--- config.mk ---
export PLATFORM = sky130hd
export DESIGN_NAME = cte_sqrt
export DESIGN_NICKNAME = d
export VERILOG_FILES = /design/src/sv/cte_pkg.sv /design/src/sv/cte_sqrt.sv
export SDC_FILE = /design/constraint.sdc
export NUM_CORES = 2
export LEC_CHECK = 0
export ABC_AREA = 0
export BUFFER_PORTS_ARGS = -buffer_cell sky130_fd_sc_hd__buf_4
export CAP_MARGIN = 0
export CORE_MARGIN = 2
export CORE_UTILIZATION = 57
export DETAILED_ROUTE_END_ITERATION = 6
export GPL_TIMING_DRIVEN = 0
export PLACE_DENSITY = 0.86
export SYNTH_ARGS = -nofsm -noshare
export SYNTH_HDL_FRONTEND = slang
export SYNTH_MEMORY_MAX_BITS = 65536
export SYNTH_SLANG_ARGS = --single-unit
export TNS_END_PERCENT = 1
--- constraint.sdc ---
create_clock -name i_clk -period 3.6 [get_ports i_clk]
set_input_delay 0.36 -clock i_clk [delete_from_list [all_inputs] [get_ports i_clk]]
set_output_delay 0.36 -clock i_clk [all_outputs]
set_load 0.01 [all_outputs]
--- src/sv/cte_pkg.sv ---
package cte_pkg;

    // Input transaction: two points and the planned course, Q3.28 radians
    typedef struct packed {
        logic signed [31:0] start_x;
        logic signed [31:0] start_y;
        logic signed [31:0] pos_x;
        logic signed [31:0] pos_y;
        logic signed [31:0] planned_course;
    } t_cte_in;

    // Output transaction: signed cross track error, Q3.28 radians
    typedef struct packed {
        logic signed [31:0] track_error;
    } t_cte_out;

    // Angle constants in Q28
    localparam logic signed [31:0] PI_Q28      = 32'sd843314857;
    localparam logic signed [31:0] HALF_PI_Q28 = 32'sd421657428;
    localparam logic signed [31:0] TWO_PI_Q28  = 32'sd1686629713;

    // Unit value in Q30
    localparam logic signed [31:0] ONE_Q30 = 32'sd1073741824;

    // Start vector of the sine rotation: 1/K in Q40
    localparam logic signed [42:0] SIN_X0 = 43'sd667681662976;

    // Width of the sine argument
    localparam int SIN_AW = 35;

    // arctan(2^-i) in Q28 for the first ten micro-rotations
    localparam logic signed [31:0] ATAN_LO [0:9] = '{
        32'sd210828714, 32'sd124459457, 32'sd65760959, 32'sd33381290,
        32'sd16755422,  32'sd8385879,   32'sd4193963,  32'sd2097109,
        32'sd1048571,   32'sd524287
    };

    // arctan(2^-i) in Q28; past the table it is 2^-i itself
    function automatic logic signed [31:0] atan_q28(input int i);
        logic signed [31:0] r;
        if (i < 10) begin
            r = ATAN_LO[i];
        end else if (i <= 28) begin
            r = 32'sd1 <<< (28 - i);
        end else begin
            r = '0;
        end
        return r;
    endfunction

endpackage

--- src/sv/cte_sqrt.sv ---
module cte_sqrt #(
    parameter int IW = 63,
    parameter int SW = 1
) (
    input  logic                    i_clk,
    input  logic                    i_rst_n,
    input  logic                    i_en,
    input  logic                    i_valid,
    input  logic [IW-1:0]           i_n,
    input  logic [SW-1:0]           i_side,
    output logic                    o_valid,
    output logic [(IW+1)/2-1:0]     o_root,
    output logic [SW-1:0]           o_side
);
    import cte_pkg::*;

    localparam int RW = (IW + 1) / 2;

    // One root bit per stage, two radicand bits consumed per stage
    logic [RW+1:0]   r_rem  [0:RW-1];
    logic [RW-1:0]   r_q    [0:RW-1];
    logic [2*RW-1:0] r_nn   [0:RW-1];
    logic [SW-1:0]   r_side [0:RW-1];
    logic            r_v    [0:RW-1];

    genvar g;
    for (g = 0; g < RW; g++) begin : g_stage
        logic [RW+1:0]   p_rem;
        logic [RW-1:0]   p_q;
        logic [2*RW-1:0] p_nn;
        logic [SW-1:0]   p_side;
        logic            p_v;
        logic [RW+1:0]   n_shift;
        logic [RW+1:0]   n_trial;

        if (g == 0) begin : g_first
            assign p_rem  = '0;
            assign p_q    = '0;
            assign p_nn   = (2*RW)'(i_n);
            assign p_side = i_side;
            assign p_v    = i_valid;
        end else begin : g_next
            assign p_rem  = r_rem[g-1];
            assign p_q    = r_q[g-1];
            assign p_nn   = r_nn[g-1];
            assign p_side = r_side[g-1];
            assign p_v    = r_v[g-1];
        end

        // Bring down the next bit pair and try the next root bit
        assign n_shift = {p_rem[RW-1:0], p_nn[2*RW-1 -: 2]};
        assign n_trial = {p_q, 2'b01};

        always_ff @(posedge i_clk) begin
            if (!i_rst_n) begin
                r_v[g] <= 1'b0;
            end else if (i_en) begin
                r_v[g] <= p_v;
            end
        end

        always_ff @(posedge i_clk) begin
            if (i_en) begin
                if (n_shift >= n_trial) begin
                    r_rem[g] <= n_shift - n_trial;
                    r_q[g]   <= {p_q[RW-2:0], 1'b1};
                end else begin
                    r_rem[g] <= n_shift;
                    r_q[g]   <= {p_q[RW-2:0], 1'b0};
                end
                r_nn[g]   <= p_nn << 2;
                r_side[g] <= p_side;
            end
        end
    end

    assign o_valid = r_v[RW-1];
    assign o_root  = r_q[RW-1];
    assign o_side  = r_side[RW-1];

endmodule

# == Word level (Yosys, flattened, before mapping) ==
# Memories as Yosys holds them, arrays and structs flattened.
# Index checks and enable logic that the tools add are counted.
# Widths: inputs -> output; s select.
# totals
output_inout_bits,34
word_cells,458
regBits,0
ram_bits,4160
n_memories,5
rom_bits,0
latchBits,0
# memory_table
name,depth,word_bits,rd,rd_clocked_by_memory_dff,write_ports,line,text
r_nn,32,62,31,0,32,cte_sqrt.sv:22,logic [2*RW-1:0] r_nn [0:RW-1];
r_rem,32,34,31,0,32,cte_sqrt.sv:20,logic [RW+1:0] r_rem [0:RW-1];
r_q,32,32,32,0,32,cte_sqrt.sv:21,logic [RW-1:0] r_q [0:RW-1];
r_side,32,1,32,0,32,cte_sqrt.sv:23,logic [SW-1:0] r_side [0:RW-1];
r_v,32,1,32,0,32,cte_sqrt.sv:24,logic r_v [0:RW-1];
# op_classes
n_lt_le_gt_ge,32
shifts,0
div,0
n_addsub,32
bitwise,96
reduce_logical,0
n_mux,293
eq_ne,0
n_mul,0
# op_table
cell,n
$mux 34,32
$ge 34x34->1,31
$sub 34x34->34,31
$mux 32,32
$mux 1,229
$or 1x1->1,96
$sub 1x1->2 const B,1
$ge 1x1->1 const B,1

# == Logic depth before layout (Yosys ltp) ==
# An unclocked memory read counts as a cell.
# logic_depth
word_depth,6
mapped_depth,14
mapped_depth_nobuf,12

# == Worst setup path after synthesis ==
# Ideal clock, no wire load.
# synth_timing
kind,input to register
from,input port i_en
to,memory r_q[1][288] (netlist name) (enable)
setup_time_ns,0.436
setup_slack_ns,-0.034
path_stages,6
required_ns,3.164
arrival_ns,3.198
cell_sequence,clkbuf_1 -> clkbuf_1 -> clkbuf_1 -> clkbuf_1 -> clkbuf_1 -> clkbuf_1
# synth_lines
element,line,text
from (decl),cte_sqrt.sv:7,"input logic i_en,"
to (decl),cte_sqrt.sv:21,

==> metrics.txt <==
Leak Pwr roughly 50 nW; main combinational cell family by area after synthesis simple AND/OR/NAND/NOR gates; final critical-path setup slack -0.1052 ns; Detailed Route Iter0 Violations 6775; total negative slack -1.264 ns; Final period util 1.029; maximum number of buffers from clock root to sink 4; Mapped Nets around 9600; global-route usage over all layers 0.2385; number of flip-flops and latches in the synthesized netlist 2523; largest cells by area after synthesis sky130_fd_sc_hd__edfxtp_1, sky130_fd_sc_hd__ha_1, sky130_fd_sc_hd__xor2_1; antenna violations before repair 2; clock latency on the worst-skew pair approximately 0.92 ns; element type at the critical path end register; worst-case hold slack 0.04737 ns; global-route wire length before repair a little under 400000 um; overall die width around 460 um; failing checks setup timing; Finished Layout Cells 12380; power density over the cells ~660 mW/mm^2; busiest layer in global routing met2; DR vias around 74000; Top-Level Pins between 100 and 150; area fraction in compound gates after synthesis 0.09491; YS warnings 0; first drt pass iteration count 7; row cnt 166; run status complete, but fails checks; Post-Synthesis Mean Instance Area between 10 and 15 um^2; pin count of the biggest net entering global routing between 100 and 150; overflow left after global routing 0; Antenna Nets Post-Route 0; critical path arrival 4.35 ns; TritonCTS buffer count 279; area share of the leading cell type in the synthesized netlist 0.6462; Final Hold Fails 0; final routed DRC violation total 0; Hold WC Path Type in2reg; xor/xnor cell area share of the yosys netlist 0.05824; most instantiated cells after synthesis sky130_fd_sc_hd__edfxtp_1, sky130_fd_sc_hd__inv_1, sky130_fd_sc_hd__nand2_1, sky130_fd_sc_hd__ha_1, sky130_fd_sc_hd__o21ai_0; number of enable-type register cells in the synthesized netlist about 2500; critical path data required time about 4.3 ns; mean number of vias per cell about 6.0; Area growth, synth to finish 13.09%; simple-gate share of the synthesized area 0.1013; post-synthesis share of cell area spent on full adders, half adders and majority gates 0.05970; maximum clock skew at final layout between 0.05 and 0.06 ns; category of the most critical setup path reg2reg; Reg clk slew, reported paths about 0.06 ns; cell type with the highest aggregate area in the netlist sky130_fd_sc_hd__edfxtp_1; DR WL/cell a little over 20 um; CTS tree done; share of synthesized registers carrying an async set or reset 0; die outline height ~460 um; Fmax achieved about 270 MHz; time the worst path needs with I/O delays and setup about 3.7 ns; MaxCap Viol Count 0; overall die area ~0.21 mm^2; clock tree sinks between 2000 and 3000; grt met1 use 0.2968; RSZ-0062 raised after global routing true; Port-buffer cells 101; final core occ 0.6483; M3 GR Usage 0.03292; fillcell total roughly 15000; buffer cell driving the clock tree root sky130_fd_sc_hd__clkbuf_16; distinct cell type count after synthesis between 80 and 90; count of nets after finishing slightly above 10000; GP Congestion 0.9652; placed cell count between 10000 and 15000; synthesized area approximately 0.12 mm^2; part of the Yosys area used for sequential elements 0.6465; highest net fanout along the worst path 9; htree depth 5; share of cells above drive strength 1 0.09493; Main synth FF type sky130_fd_sc_hd__edfxtp_1; count of final setup violators 32; final wirelength between 200000 and 300000 um; total chip power ~0.087 W; headroom to the max-slew limit 0.3533; met2 Resource Use GR 0.4155; Initial Utilization 0.5733; peak ir drop on the vdd network 0.0005834 V; count leader, synth sky130_fd_sc_hd__edfxtp_1; kind of launch point of the worst setup path register; number of global-route vias before repair 71990; final slew viol count 0; total core area slightly above 0.2 mm^2; worst-margin pin slew 0.9612 ns; share of cell area taken by muxes after synthesis 0.01100; Syn Inst Count roughly 9000; Detail Placement HPWL ~180000 um
[cell usage in the layout (no fill, tap or decap), types with 216 or more instances in the layout]
master,instances
sky130_fd_sc_hd__nand2_1,660
sky130_fd_sc_hd__nor2_1,464
sky130_fd_sc_hd__nor3_1,216
sky130_fd_sc_hd__clkbuf_16,286
sky130_fd_sc_hd__o21ai_0,501
sky130_fd_sc_hd__xnor2_1,356
sky130_fd_sc_hd__xor2_1,423
sky130_fd_sc_hd__ha_1,555
sky130_fd_sc_hd__a21oi_1,474
sky130_fd_sc_hd__edfxtp_1,2521
sky130_fd_sc_hd__inv_1,690
[worst paths after layout]
path | from | to | slack (ns) | depth (start not counted)
max | r_q[1][357] | r_rem[1][419] | -0.11 | 10
min reg2reg | r_nn[0][86] | r_nn[0][150] | 0.39 | 0
max reg2reg | r_q[1][357] | r_rem[1][419] | -0.11 | 10
min | i_en | r_nn[0][160] | 0.05 | 2
[per-layer routing]
| metal | part of all wire | up-vias |
|---|---|---|
| met5 | 0 | - |
| li1 | - | 34450 |
| met4 | 0.046 | 0 |
| met3 | 0.059 | 720 |
| met2 | 0.50 | 2876 |
| met1 | 0.39 | 35660 |
[critical path, cell delays in order (launching register included)]
cell and delay [ns]:
sky130_fd_sc_hd__edfxtp_1 0.40, sky130_fd_sc_hd__inv_1 0.08, sky130_fd_sc_hd__ha_2 0.31, sky130_fd_sc_hd__a2111oi_1 0.50, sky130_fd_sc_hd__a21o_1 0.23, sky130_fd_sc_hd__o211ai_1 0.27, sky130_fd_sc_hd__a211oi_4 0.47, sky130_fd_sc_hd__nor3_4 0.10
sky130_fd_sc_hd__nor3b_4 0.54, sky130_fd_sc_hd__buf_4 0.22, sky130_fd_sc_hd__mux2_2 0.33
[report_power, final]
part	switching, W	leakage (nW)	internal, W
registers	0.00259	24.4	0.0374
logic	0.0113	22.0	0.00810
clock network	0.0112	4.25	0.0163
[stage by stage]
stage / setup WS (ns) / cell area, um^2
2_1_floorplan: -0.007010 / 117200
3_3_place_gp: -12.42 / 121300
3_5_place_dp: -4.451 / 121900
4_1_cts: -0.04194 / 132000
5_1_grt: -0.3033 / 132500
6_report: -0.1052 / 132500
[registers in the layout, indices dropped and copies added (netlist names)]
register  cells
r_q         528
r_nn        992
r_side       32
r_v          32
r_rem       939
[final cells by class]
cell class	count	area [um^2]	share of cell area
flip-flops and latches	2523	75740	0.5717
inverters	692	2597	0.01960
diodes	1	2.502	0.00001889
clock inverters	139	1375	0.01038
well taps	2688	3363	0.02538
repair buffers	213	2275	0.01717
plain buffers	185	933.4	0.007045
clock buffers	335	7341	0.05540
multi-input cells	5604	38860	0.2933
[kinds of logic after synthesis]
group,count (synthesis)
flip-flops,2523
AND/OR/NAND/NOR,2365
XOR/XNOR,779
buffers and inverters,878
multiplexers,116
AO/OA/AOI/OAI,1785
adder cells (fa/ha/maj),559
[what timing repair did]
| action | 4_1_cts | 5_1_grt |
|---|---|---|
| gates cloned | 1 | 0 |
| setup endpoints to repair | 2368 | 556 |
| gates resized for setup | 153 | 142 |
| endpoints found under the hold margin | 145 | 0 |
| pin swaps | 7 | 7 |
| setup buffers | 9 | 7 |
| hold buffers | 68 | 0 |
Power figures use the tool's default switching activity.
